===== config.mk =====
export PLATFORM = sky130hd
export DESIGN_NAME = monotonic_priority_assigner
export DESIGN_NICKNAME = d
export VERILOG_FILES = /design/src/rtl/mpa_pkg.sv /design/src/rtl/mpa_key_ram.sv /design/src/rtl/mpa_ctrl.sv /design/src/rtl/monotonic_priority_assigner.sv
export SDC_FILE = /design/constraint.sdc
export NUM_CORES = 1
export LEC_CHECK = 0
export BUFFER_PORTS_ARGS = -buffer_cell sky130_fd_sc_hd__buf_2
export CAP_MARGIN = 25
export CORE_AREA = 2 2 126 128
export CTS_BUF_LIST = sky130_fd_sc_hd__clkbuf_2 sky130_fd_sc_hd__clkbuf_4 sky130_fd_sc_hd__clkbuf_8
export DETAILED_ROUTE_END_ITERATION = 6
export DIE_AREA = 0 0 128 130
export PLACE_DENSITY = 0.81
export RECOVER_POWER = 25
export SYNTH_ARGS = -nofsm -noshare
export SYNTH_HDL_FRONTEND = slang
export SYNTH_SLANG_ARGS = --single-unit
export TNS_END_PERCENT = 10

===== constraint.sdc =====
create_clock -name i_clk -period 3.85 [get_ports i_clk]
set_input_delay 0.5775 -clock i_clk [delete_from_list [all_inputs] [get_ports i_clk]]
set_output_delay 0.5775 -clock i_clk [all_outputs]
set_load 0.01 [all_outputs]

===== src/rtl/mpa_pkg.sv =====
`timescale 1ns / 1ps

package mpa_pkg;

    localparam int MAX_TASKS  = 8;
    localparam int TICK_WIDTH = 16;
    localparam int SLOT_W     = $clog2(MAX_TASKS);
    localparam int CNT_W      = $clog2(MAX_TASKS + 1);
    localparam int PRIO_W     = 8;
    localparam int CFG_IDX_W  = 8;
    localparam int CFG_DATA_W = 8;

    localparam logic [CFG_IDX_W-1:0] CFG_POLICY_MODE      = CFG_IDX_W'(0);
    localparam logic [CFG_IDX_W-1:0] CFG_HIGHEST_PRIORITY = CFG_IDX_W'(1);

    localparam logic [PRIO_W-1:0] HIGHEST_PRIORITY_RST = PRIO_W'(7);

    typedef enum logic {
        POLICY_RATE     = 1'b0,
        POLICY_DEADLINE = 1'b1
    } t_policy;

    typedef struct packed {
        t_policy             policy;
        logic [PRIO_W-1:0]   highest;
    } t_cfg;

endpackage


===== src/rtl/mpa_key_ram.sv =====
`timescale 1ns / 1ps

module mpa_key_ram #(
    parameter int DEPTH = 8,
    parameter int WIDTH = 16
) (
    input  logic                     i_clk,
    input  logic                     i_we,
    input  logic [$clog2(DEPTH)-1:0] i_waddr,
    input  logic [WIDTH-1:0]         i_wdata,
    input  logic                     i_re,
    input  logic [$clog2(DEPTH)-1:0] i_raddr,
    output logic [WIDTH-1:0]         o_rdata
);

    logic [WIDTH-1:0] r_mem [DEPTH];
    logic [WIDTH-1:0] r_rdata;

    always_ff @(posedge i_clk) begin
        if (i_we) begin
            r_mem[i_waddr] <= i_wdata;
        end
        if (i_re) begin
            r_rdata <= r_mem[i_raddr];
        end
    end

    assign o_rdata = r_rdata;

endmodule


===== src/rtl/mpa_ctrl.sv =====
`timescale 1ns / 1ps

module mpa_ctrl (
    input  logic                                i_clk,
    input  logic                                i_rst_n,
    input  mpa_pkg::t_cfg                       i_cfg,
    input  logic                                i_in_valid,
    output logic                                o_in_ready,
    input  logic [mpa_pkg::TICK_WIDTH-1:0]      i_period_ticks,
    input  logic [mpa_pkg::TICK_WIDTH-1:0]      i_deadline_ticks,
    input  logic                                i_last_task,
    output logic                                o_out_valid,
    input  logic                                i_out_ready,
    output logic [mpa_pkg::SLOT_W-1:0]          o_task_slot,
    output logic [mpa_pkg::PRIO_W-1:0]          o_assigned_priority,
    output logic                                o_last_result
);

    typedef enum logic [1:0] {
        S_LOAD,
        S_SCAN,
        S_EMIT
    } t_state;

    t_state                            r_state, n_state;
    logic [mpa_pkg::CNT_W-1:0]         r_count, n_count;
    logic [mpa_pkg::CNT_W-1:0]         r_total, n_total;
    logic [mpa_pkg::CNT_W-1:0]         r_k, n_k;
    logic [mpa_pkg::MAX_TASKS-1:0]     r_flags, n_flags;
    logic [mpa_pkg::PRIO_W-1:0]        r_prio, n_prio;
    logic [mpa_pkg::SLOT_W-1:0]        r_rd_addr, n_rd_addr;
    logic                              r_rd_busy, n_rd_busy;
    logic                              r_cmp_vld, n_cmp_vld;
    logic [mpa_pkg::SLOT_W-1:0]        r_cmp_idx, n_cmp_idx;
    logic                              r_best_vld, n_best_vld;
    logic [mpa_pkg::SLOT_W-1:0]        r_best_idx, n_best_idx;
    logic [mpa_pkg::TICK_WIDTH-1:0]    r_best_key, n_best_key;
    logic                              r_out_valid, n_out_valid;
    logic [mpa_pkg::SLOT_W-1:0]        r_out_slot, n_out_slot;
    logic [mpa_pkg::PRIO_W-1:0]        r_out_prio, n_out_prio;
    logic                              r_out_last, n_out_last;

    logic                              w_in_acc;
    logic                              w_out_free;
    logic                              w_we;
    logic [mpa_pkg::TICK_WIDTH-1:0]    w_wkey;
    logic                              w_re;
    logic [mpa_pkg::TICK_WIDTH-1:0]    w_rkey;

    mpa_key_ram #(
        .DEPTH (mpa_pkg::MAX_TASKS),
        .WIDTH (mpa_pkg::TICK_WIDTH)
    ) u_key_ram (
        .i_clk   (i_clk),
        .i_we    (w_we),
        .i_waddr (r_count[mpa_pkg::SLOT_W-1:0]),
        .i_wdata (w_wkey),
        .i_re    (w_re),
        .i_raddr (r_rd_addr),
        .o_rdata (w_rkey)
    );

    assign o_in_ready = (r_state == S_LOAD);
    assign w_in_acc   = i_in_valid && o_in_ready;
    assign w_out_free = !r_out_valid || i_out_ready;
    assign w_we       = w_in_acc && (r_count < mpa_pkg::CNT_W'(mpa_pkg::MAX_TASKS));
    assign w_wkey     = (i_cfg.policy == mpa_pkg::POLICY_DEADLINE) ? i_deadline_ticks
                                                                   : i_period_ticks;
    assign w_re       = (r_state == S_SCAN) && r_rd_busy;

    always_comb begin
        n_state     = r_state;
        n_count     = r_count;
        n_total     = r_total;
        n_k         = r_k;
        n_flags     = r_flags;
        n_prio      = r_prio;
        n_rd_addr   = r_rd_addr;
        n_rd_busy   = r_rd_busy;
        n_cmp_vld   = 1'b0;
        n_cmp_idx   = r_cmp_idx;
        n_best_vld  = r_best_vld;
        n_best_idx  = r_best_idx;
        n_best_key  = r_best_key;
        n_out_valid = r_out_valid && !i_out_ready;
        n_out_slot  = r_out_slot;
        n_out_prio  = r_out_prio;
        n_out_last  = r_out_last;

        case (r_state)
            S_LOAD: begin
                if (w_in_acc) begin
                    if (w_we) begin
                        n_count = r_count + mpa_pkg::CNT_W'(1);
                    end
                    if (i_last_task) begin
                        n_total    = n_count;
                        n_k        = '0;
                        n_prio     = i_cfg.highest;
                        n_rd_addr  = '0;
                        n_rd_busy  = 1'b1;
                        n_best_vld = 1'b0;
                        n_state    = S_SCAN;
                    end
                end
            end
            S_SCAN: begin
                if (r_rd_busy) begin
                    n_cmp_vld = 1'b1;
                    n_cmp_idx = r_rd_addr;
                    if (mpa_pkg::CNT_W'(r_rd_addr) + mpa_pkg::CNT_W'(1) == r_total) begin
                        n_rd_busy = 1'b0;
                    end else begin
                        n_rd_addr = r_rd_addr + mpa_pkg::SLOT_W'(1);
                    end
                end
                if (r_cmp_vld) begin
                    if (!r_flags[r_cmp_idx] && (!r_best_vld || w_rkey < r_best_key)) begin
                        n_best_vld = 1'b1;
                        n_best_idx = r_cmp_idx;
                        n_best_key = w_rkey;
                    end
                    if (mpa_pkg::CNT_W'(r_cmp_idx) + mpa_pkg::CNT_W'(1) == r_total) begin
                        n_state = S_EMIT;
                    end
                end
            end
            S_EMIT: begin
                if (w_out_free) begin
                    n_out_valid          = 1'b1;
                    n_out_slot           = r_best_idx;
                    n_out_prio           = r_prio;
                    n_out_last           = (r_k + mpa_pkg::CNT_W'(1) == r_total);
                    n_flags[r_best_idx]  = 1'b1;
                    if (r_prio != '0) begin
                        n_prio = r_prio - mpa_pkg::PRIO_W'(1);
                    end
                    if (n_out_last) begin
                        n_count = '0;
                        n_flags = '0;
                        n_state = S_LOAD;
                    end else begin
                        n_k        = r_k + mpa_pkg::CNT_W'(1);
                        n_rd_addr  = '0;
                        n_rd_busy  = 1'b1;
                        n_best_vld = 1'b0;
                        n_state    = S_SCAN;
                    end
                end
            end
            default: begin
                n_state = S_LOAD;
            end
        endcase
    end

    always_ff @(posedge i_clk) begin
        if (!i_rst_n) begin
            r_state     <= S_LOAD;
            r_count     <= '0;
            r_flags     <= '0;
            r_prio      <= '0;
            r_rd_busy   <= 1'b0;
            r_cmp_vld   <= 1'b0;
            r_best_vld  <= 1'b0;
            r_out_valid <= 1'b0;
        end else begin
            r_state     <= n_state;
            r_count     <= n_count;
            r_flags     <= n_flags;
            r_prio      <= n_prio;
            r_rd_busy   <= n_rd_busy;
            r_cmp_vld   <= n_cmp_vld;
            r_best_vld  <= n_best_vld;
            r_out_valid <= n_out_valid;
        end
        r_total    <= n_total;
        r_k        <= n_k;
        r_rd_addr  <= n_rd_addr;
        r_cmp_idx  <= n_cmp_idx;
        r_best_idx <= n_best_idx;
        r_best_key <= n_best_key;
        r_out_slot <= n_out_slot;
        r_out_prio <= n_out_prio;
        r_out_last <= n_out_last;
    end

    assign o_out_valid         = r_out_valid;
    assign o_task_slot         = r_out_slot;
    assign o_assigned_priority = r_out_prio;
    assign o_last_result       = r_out_last;

    a_count_bound: assert property (@(posedge i_clk) disable iff (!i_rst_n)
        r_count <= mpa_pkg::CNT_W'(mpa_pkg::MAX_TASKS))
        else $error("load count beyond capacity");

    a_cmp_in_range: assert property (@(posedge i_clk) disable iff (!i_rst_n)
        r_cmp_vld |-> (mpa_pkg::CNT_W'(r_cmp_idx) < r_total))
        else $error("compare index beyond loaded tasks");

    a_pick_unassigned: assert property (@(posedge i_clk) disable iff (!i_rst_n)
        (r_state == S_EMIT) |-> (r_best_vld && !r_flags[r_best_idx]))
        else $error("pick of an assigned or missing task");

    a_run_clears: assert property (@(posedge i_clk) disable iff (!i_rst_n)
        (r_state == S_EMIT && w_out_free && n_out_last) |=> (r_count == '0 && r_flags == '0))
        else $error("run end did not clear load state");

endmodule


===== src/rtl/monotonic_priority_assigner.sv =====
`timescale 1ns / 1ps
// Monotonic priority assigner.
// Input channel (i_in_valid / o_in_ready): one task descriptor per transaction.
// The key stored is the period or the deadline, chosen by policy_mode at the
// time of the transaction. Up to MAX_TASKS are kept; extra ones are dropped.
// A transaction with i_last_task set closes the batch and starts assignment.
// Output channel (o_out_valid / i_out_ready): one transaction per loaded task,
// in pick order (smallest key first, lowest slot on a tie), with priorities
// counting down from highest_priority and holding at zero.
// Config channel (i_cfg_valid / o_cfg_ready): index 0 policy_mode,
// index 1 highest_priority; other indexes are dropped. Always ready.
// With N tasks loaded, each pick is made of N reads of the key memory through
// its single read port, one compare pipeline stage and one emit step.
// Inputs are refused for the whole run.
// A stalled receiver holds the output register and the run pauses at emit.
// Reset (synchronous, active low) clears the batch, the run and the output;
// policy_mode returns to 0 and highest_priority to 7.

module monotonic_priority_assigner (
    input  logic                                i_clk,
    input  logic                                i_rst_n,
    input  logic                                i_cfg_valid,
    output logic                                o_cfg_ready,
    input  logic [mpa_pkg::CFG_IDX_W-1:0]       i_cfg_index,
    input  logic [mpa_pkg::CFG_DATA_W-1:0]      i_cfg_data,
    input  logic                                i_in_valid,
    output logic                                o_in_ready,
    input  logic [mpa_pkg::TICK_WIDTH-1:0]      i_period_ticks,
    input  logic [mpa_pkg::TICK_WIDTH-1:0]      i_deadline_ticks,
    input  logic                                i_last_task,
    output logic                                o_out_valid,
    input  logic                                i_out_ready,
    output logic [mpa_pkg::SLOT_W-1:0]          o_task_slot,
    output logic [mpa_pkg::PRIO_W-1:0]          o_assigned_priority,
    output logic                                o_last_result
);

    mpa_pkg::t_cfg r_cfg;

    assign o_cfg_ready = 1'b1;

    always_ff @(posedge i_clk) begin
        if (!i_rst_n) begin
            r_cfg.policy  <= mpa_pkg::POLICY_RATE;
            r_cfg.highest <= mpa_pkg::HIGHEST_PRIORITY_RST;
        end else if (i_cfg_valid) begin
            case (i_cfg_index)
                mpa_pkg::CFG_POLICY_MODE: begin
                    r_cfg.policy <= mpa_pkg::t_policy'(i_cfg_data[0]);
                end
                mpa_pkg::CFG_HIGHEST_PRIORITY: begin
                    r_cfg.highest <= i_cfg_data[mpa_pkg::PRIO_W-1:0];
                end
                default: begin
                end
            endcase
        end
    end

    mpa_ctrl u_ctrl (
        .i_clk               (i_clk),
        .i_rst_n             (i_rst_n),
        .i_cfg               (r_cfg),
        .i_in_valid          (i_in_valid),
        .o_in_ready          (o_in_ready),
        .i_period_ticks      (i_period_ticks),
        .i_deadline_ticks    (i_deadline_ticks),
        .i_last_task         (i_last_task),
        .o_out_valid         (o_out_valid),
        .i_out_ready         (i_out_ready),
        .o_task_slot         (o_task_slot),
        .o_assigned_priority (o_assigned_priority),
        .o_last_result       (o_last_result)
    );

endmodule


-- Word-level counts from Yosys, hierarchy flattened
Memory sizes are Yosys's and may differ from the RTL's. A register that Yosys moved wholly into a read port is not among the register bits.
Index checks and enable logic that the tools add are counted.
- add/sub/neg operators: 6
- magnitude comparators: 5
- eq/ne operators: 17
- mux-type cells: 54
- bitwise gates (word level): 1
- reduce and logical (&&, ||, !) cells: 31
- operators by type and width (operator ; count):
    2-to-1 mux 8 bit ; 5
    2-to-1 mux 4 bit ; 8
    2-to-1 mux 1 bit ; 20
    AND reduction 5 bit ; 4
    2-to-1 mux 3 bit ; 6
    less-than comparator 16 bit ; 1
    2-to-1 mux 16 bit ; 1
    case mux 4 bit (2 select lines) ; 2
    case mux 8 bit (2 select lines) ; 1
    AND reduction 7 bit ; 2
    equality test 4 bit ; 3
    != test 2 bit (second input constant) ; 6
    2-to-1 mux 2 bit ; 5
    != test 2 x 1 -> 1 bit (second input constant) ; 5
    AND reduction 2 bit ; 5
    case mux 3 bit (3 select lines) ; 1
    adder 3 x 1 -> 4 bit (second input constant) ; 2
    adder 4 x 1 -> 4 bit (second input constant) ; 2
    equality test 8 x 1 -> 1 bit (second input constant) ; 1
    logical NOT 8 bit ; 1
    less-than comparator 3 x 4 -> 1 bit (second input constant) ; 2
    OR 8 bit ; 1
    nonzero test 8 bit ; 1
    subtractor 8 x 1 -> 8 bit (second input constant) ; 1
    other kinds (17) ; 28
- flip-flop bits (word level): 80
- bits in writable memories: 128
- input bits: 54
- output and inout port bits: 15
- memories: 1
- memory list (memory ; words ; width ; read ports ; clocked after Yosys merged registers in ; write ports ; RTL line ; RTL):
    u_ctrl.u_key_ram.r_mem ; 8 ; 16 ; 1 ; 1 ; 1 ; mpa_key_ram.sv:16 ; logic [WIDTH-1:0] r_mem [DEPTH];

-- Depth between registers and ports, before layout
- depth in word-level cells: 7
- mapped depth: 8
- depth with buffers taken out: 7

-- Hierarchy
Synthesis repeated with hierarchy kept, for this count alone.
- cells, all modules: 590
- area, all modules: 9580.4 um^2
- modules (own cells, without submodules) (module ; instances ; cells each ; area each (um^2) ; sequential area each (um^2)):
    mpa_key_ram ; 1 ; 214 ; 5454.0 ; 4324.1
    mpa_ctrl ; 1 ; 332 ; 3692.3 ; 1871.8
    monotonic_priority_assigner ; 1 ; 44 ; 434.2 ; 180.2

-- Worst setup path after synthesis
No wires, ideal clock.
- path kind: flip-flop to flip-flop
- start: register u_ctrl.u_key_ram.r_rdata[13] (netlist: u_ctrl.u_key_ram.o_rdata[13]) (read register of u_ctrl.u_key_ram.r_mem)
- end: register u_ctrl.r_best_idx[0] in the netlist's numbering (enable)
- arrival time: 2.942 ns
- data required time: 3.425 ns
- setup slack: 0.483 ns
- stages on the path, launching flop included: 7
- path buffers: 0
- cells stage by stage: edfxtp_1 -> ha_1 -> a21o_1 -> a21o_1 -> a221oi_1 -> o211ai_1 -> a211oi_1
- longest elaborated chain between the ends: 4
- ends and longest elaborated chain (what ; RTL line ; RTL):
    from (decl) ; mpa_key_ram.sv:17 ; logic [WIDTH-1:0] r_rdata;
    less-than comparator 16 bit ; mpa_ctrl.sv:118 ; if (!r_flags[r_cmp_idx] && (!r_best_vld || w_rkey < r_best_key)) begin
    logical OR 1 bit ; mpa_ctrl.sv:118 ;
    logical AND 1 bit ; mpa_ctrl.sv:118 ;
    AND reduction 3 bit (no source line) ; - ;
    to (signal assigned) ; mpa_ctrl.sv:181 ; r_best_idx <= n_best_idx;
    to (decl) ; mpa_ctrl.sv:36 ; logic [mpa_pkg::SLOT_W-1:0] r_best_idx, n_best_idx;
No other way between the ends.
A chain may end at the register's enable or synchronous reset.

-- Worst setup path after layout
- start: register u_ctrl.u_key_ram.r_rdata[13] (netlist: u_ctrl.u_key_ram.o_rdata[13]) (read register of u_ctrl.u_key_ram.r_mem)
- end: register u_ctrl.r_best_key[12] in the netlist's numbering (enable)
- longest elaborated chain between the ends: 4
- ends and longest elaborated chain (what ; RTL line ; RTL):
    less-than comparator 16 bit ; mpa_ctrl.sv:118 ;
    logical OR 1 bit ; mpa_ctrl.sv:118 ;
    logical AND 1 bit ; mpa_ctrl.sv:118 ;
    AND reduction 3 bit (no source line) ; - ;
    to (signal assigned) ; mpa_ctrl.sv:182 ; r_best_key <= n_best_key;
    to (decl) ; mpa_ctrl.sv:37 ; logic [mpa_pkg::TICK_WIDTH-1:0] r_best_key, n_best_key;
No other way between the ends.

==> results_dict.tcl <==
set metrics [dict create \
    status "completed" \
    cts_setup_buffers 0 \
    whs_path_depth 3 \
    relSlewSlack_pct 14.3 \
    crit_required_ns 4.06 \
    ios 69 \
    p_int_uw 4020 \
    pre_cts_slack_ns 1.02 \
    hp-class "input port to flop" \
    rows 46 \
    holdPathEnd "r_cfg[2]" \
    hp-start "i_cfg_data[2]" \
    yosys.area.top_type_share_pct 60.8 \
    yosysTopAreaCell "edfxtp_1" \
    die_area_um2 16600 \
    pwr_density_cell_nw_per_um2 482 \
    multi_input_area_um2 2760 \
    peakVddDrop_mv 0.305 \
    tightestPinTransition_ns 1.28 \
    clk_pin_slew_ns 0.06 \
    hold_violations 0 \
    synth-main-ff-cell "edfxtp_1" \
    regArea_um2 6380 \
    portBuffers 67 \
    syn_area_um2 9330 \
    ys_seq_elements 224 \
    rsz0062_at_grt "false" \
    synth_enable_flop_cells 189 \
    grt_max_degree 27 \
    reg2reg_depth 7 \
    syn_nets 656 \
    p_comb_share_pct 7.0 \
    crit_fanout 12 \
    drcViolationCount 0 \
    ctsHtreeMaxLevel 2 \
    synthArstFlopShare_pct 0 \
    drive_gt1_share_pct 27.5 \
    cap_violations 0 \
    vias_per_cell 5.83 \
    rrSetupSlack_ns 0.99 \
    grt_pass1_vias 5464 \
    fin_crit_sh_pct 74.3 \
    coreArea_um2 15400 \
    instances_no_fill 897 \
    total_power_uw 5110 \
    cts_made_buffers 38 \
    clock_skew_ns 0.0247 \
    synth_cell_types 55 \
    cts_resized 0 \
    dp.cells 830 \
    switching_share_pct 21.4 \
    antenna_found_initial 0 \
    layout_setup_ws_ns 0.991 \
    finalSetupViolCount 0 \
    initial_core_util_pct 60.5 \
    die_w_um 128 \
    vias 5227 \
    ys_warn_count 0 \
    seqPwrFrac_pct 53.3 \
    p_clk_share_pct 39.7 \
    drt-pass1-iter-count 5 \
    p_sw_uw 1090 \
    cts_hold_buf 0 \
    seq_area_frac_synth_pct 68.3 \
    end_kind "flop" \
    die_h_um 130 \
    drt_wl_total_mm 17.5 \
    gp_congestion 0.804 \
    fmax_ghz 0.350 \
    drv_slew 0 \
    final_nets 753 \
    fin_crit_ns 2.86 \
    r2r_end "u_ctrl.r_best_key[12]" \
    clock-sinks 224 \
    cts_root_buf "clkbuf_8" \
    path_class "flop to flop" \
    fillers 1010 \
    antenna_left 0 \
    dp_hpwl_mm 11.0 \
    grt.overflow.total 0 \
    ys_top_cells_by_area "edfxtp_1, mux4_2, dfxtp_1" \
    fin_area_um2 10600 \
    ctsLongestPathBuffers 3 \
    drtIter0Drc 332 \
    routedWlPerCell_um 19.5 \
    regToRegStartpoint "u_ctrl.u_key_ram.o_rdata[13]" \
    n_antenna_cell 0 \
    p_leak_uw 0.00380 \
    tns_ns 0 \
    place_area_um2 9920 \
    grt_util_all_layers_pct 21.7 \
    insertion_delay_ns 0.52 \
    syn_avg_cell_area_um2 16.1 \
    worst_setup_path_start_kind "flop" \
    netlist_instances 581 \
    grt_pass1_wl_mm 27.6 \
    syn2layout_area_growth_pct 13.6 \
    yosys-top-cells-count "edfxtp_1, nor2_1, dfxtp_1, mux4_2, mux2_2" \
    synth.most_common_cell "edfxtp_1" \
    worstPathArrival_ns 3.07 \
    cts_tree "built" \
]
-- cell usage in the layout (no fill, tap or decap), drive strengths merged, types with 5 or more instances in the layout --
cell	netlist	routed
nor4	5	5
clkinv	1	5
mux4	34	34
buf	7	65
xor2	8	8
ha	21	21
dfxtp	35	35
nor2b	6	6
mux2	33	33
mux2i	13	13
nor3	9	9
inv	20	20
nor2	38	38
xnor2	10	10
nand2	30	30
clkbuf	17	78
o21ai	14	14
nand2b	7	7
nand3	11	11
edfxtp	189	189
a21oi	23	23
-- per-layer routing --
layer	wire length (µm)	vias to the layer above	part of all wire, %	track usage (%)
met5	0	-	0	0
met4	299	0	1.7	8.21
met3	1050	29	6.0	4.55
met2	8890	176	51	37.7
met1	7250	2583	41	27.0
li1	-	2439	-	-
-- power groups by stage --
stage	Clock [µW]	Sequential [µW]	Combinational, µW
after floorplan	0	2760	268
after global placement	0	2770	352
after detailed placement	0	2770	363
after CTS	2060	2720	365
after global routing	2160	2730	389
final	2030	2720	356
-- worst max-delay path by stage --
| stage | from | to | slack, ns | depth (start not counted) |
|---|---|---|---|---|
| after floorplan | u_ctrl.u_key_ram.o_rdata[13] | u_ctrl.r_best_idx[0] | 0.48 | 6 |
| after global routing | u_ctrl.u_key_ram.o_rdata[13] | u_ctrl.r_best_key[15] | 0.83 | 7 |
| final | u_ctrl.u_key_ram.o_rdata[13] | u_ctrl.r_best_key[12] | 0.99 | 7 |
| after detailed placement | u_ctrl.u_key_ram.o_rdata[13] | u_ctrl.r_best_key[2] | 1.02 | 7 |
| after CTS | u_ctrl.u_key_ram.o_rdata[13] | u_ctrl.r_best_key[12] | 0.97 | 7 |
| after global placement | u_ctrl.u_key_ram.o_rdata[13] | u_ctrl.r_best_key[2] | 1.13 | 7 |
-- state kept, by name, indices dropped and copies added (netlist names) --
register	cells
u_ctrl.r_prio	8
u_ctrl.o_out_valid	1
u_ctrl.o_assigned_priority	8
u_ctrl.r_state	2
u_ctrl.u_key_ram.r_mem	128
u_ctrl.r_best_vld	1
u_ctrl.o_task_slot	3
u_ctrl.r_rd_busy	1
u_ctrl.r_cmp_vld	1
u_ctrl.r_k	4
u_ctrl.r_rd_addr	3
u_ctrl.r_best_key	16
u_ctrl.r_total	4
u_ctrl.o_last_result	1
u_ctrl.u_key_ram.o_rdata	16
u_ctrl.r_count	4
u_ctrl.r_flags	8
u_ctrl.r_cmp_idx	3
u_ctrl.r_best_idx	3
r_cfg	9
-- worst max-delay path, cell delays in order, from the launching register on --
cell and delay [ns]:
edfxtp_1 0.40, ha_1 0.35, a21o_1 0.20, a21o_1 0.18, a221oi_1 0.30, o211ai_1 0.16, a211oi_2 0.63, buf_4 0.33
-- cell families after synthesis --
logic type      count (synthesis)  share of synthesized area [%]
fa+ha+maj                      21                           2.82
compound gates                 68                           4.65
xor+xnor                       19                           1.93
flops                         224                           68.3
other cells                     1                         0.0402
simple gates                  123                           6.69
mux                            80                           13.6
buf+inv                        45                           1.93
-- layout make-up --
class	instances	area share [%]
Timing Repair Buffer	81	3.92
Clock buffer	62	6.69
Inverter	21	0.744
Tap cell	192	2.27
Sequential cell	224	60.1
Clock inverter	5	0.224
Multi-Input combinational cell	312	26.0
-- per-stage QoR --
| stage | hold slack, ns | util (%) |
|---|---|---|
| after floorplan | 0.417 | - |
| after global placement | 0.437 | 64.3 |
| after detailed placement | 0.443 | 64.3 |
| after CTS | 0.265 | 69.1 |
| after global routing | 0.281 | 68.7 |
| final | 0.285 | 68.7 |
(Power assumes the default switching activity.)
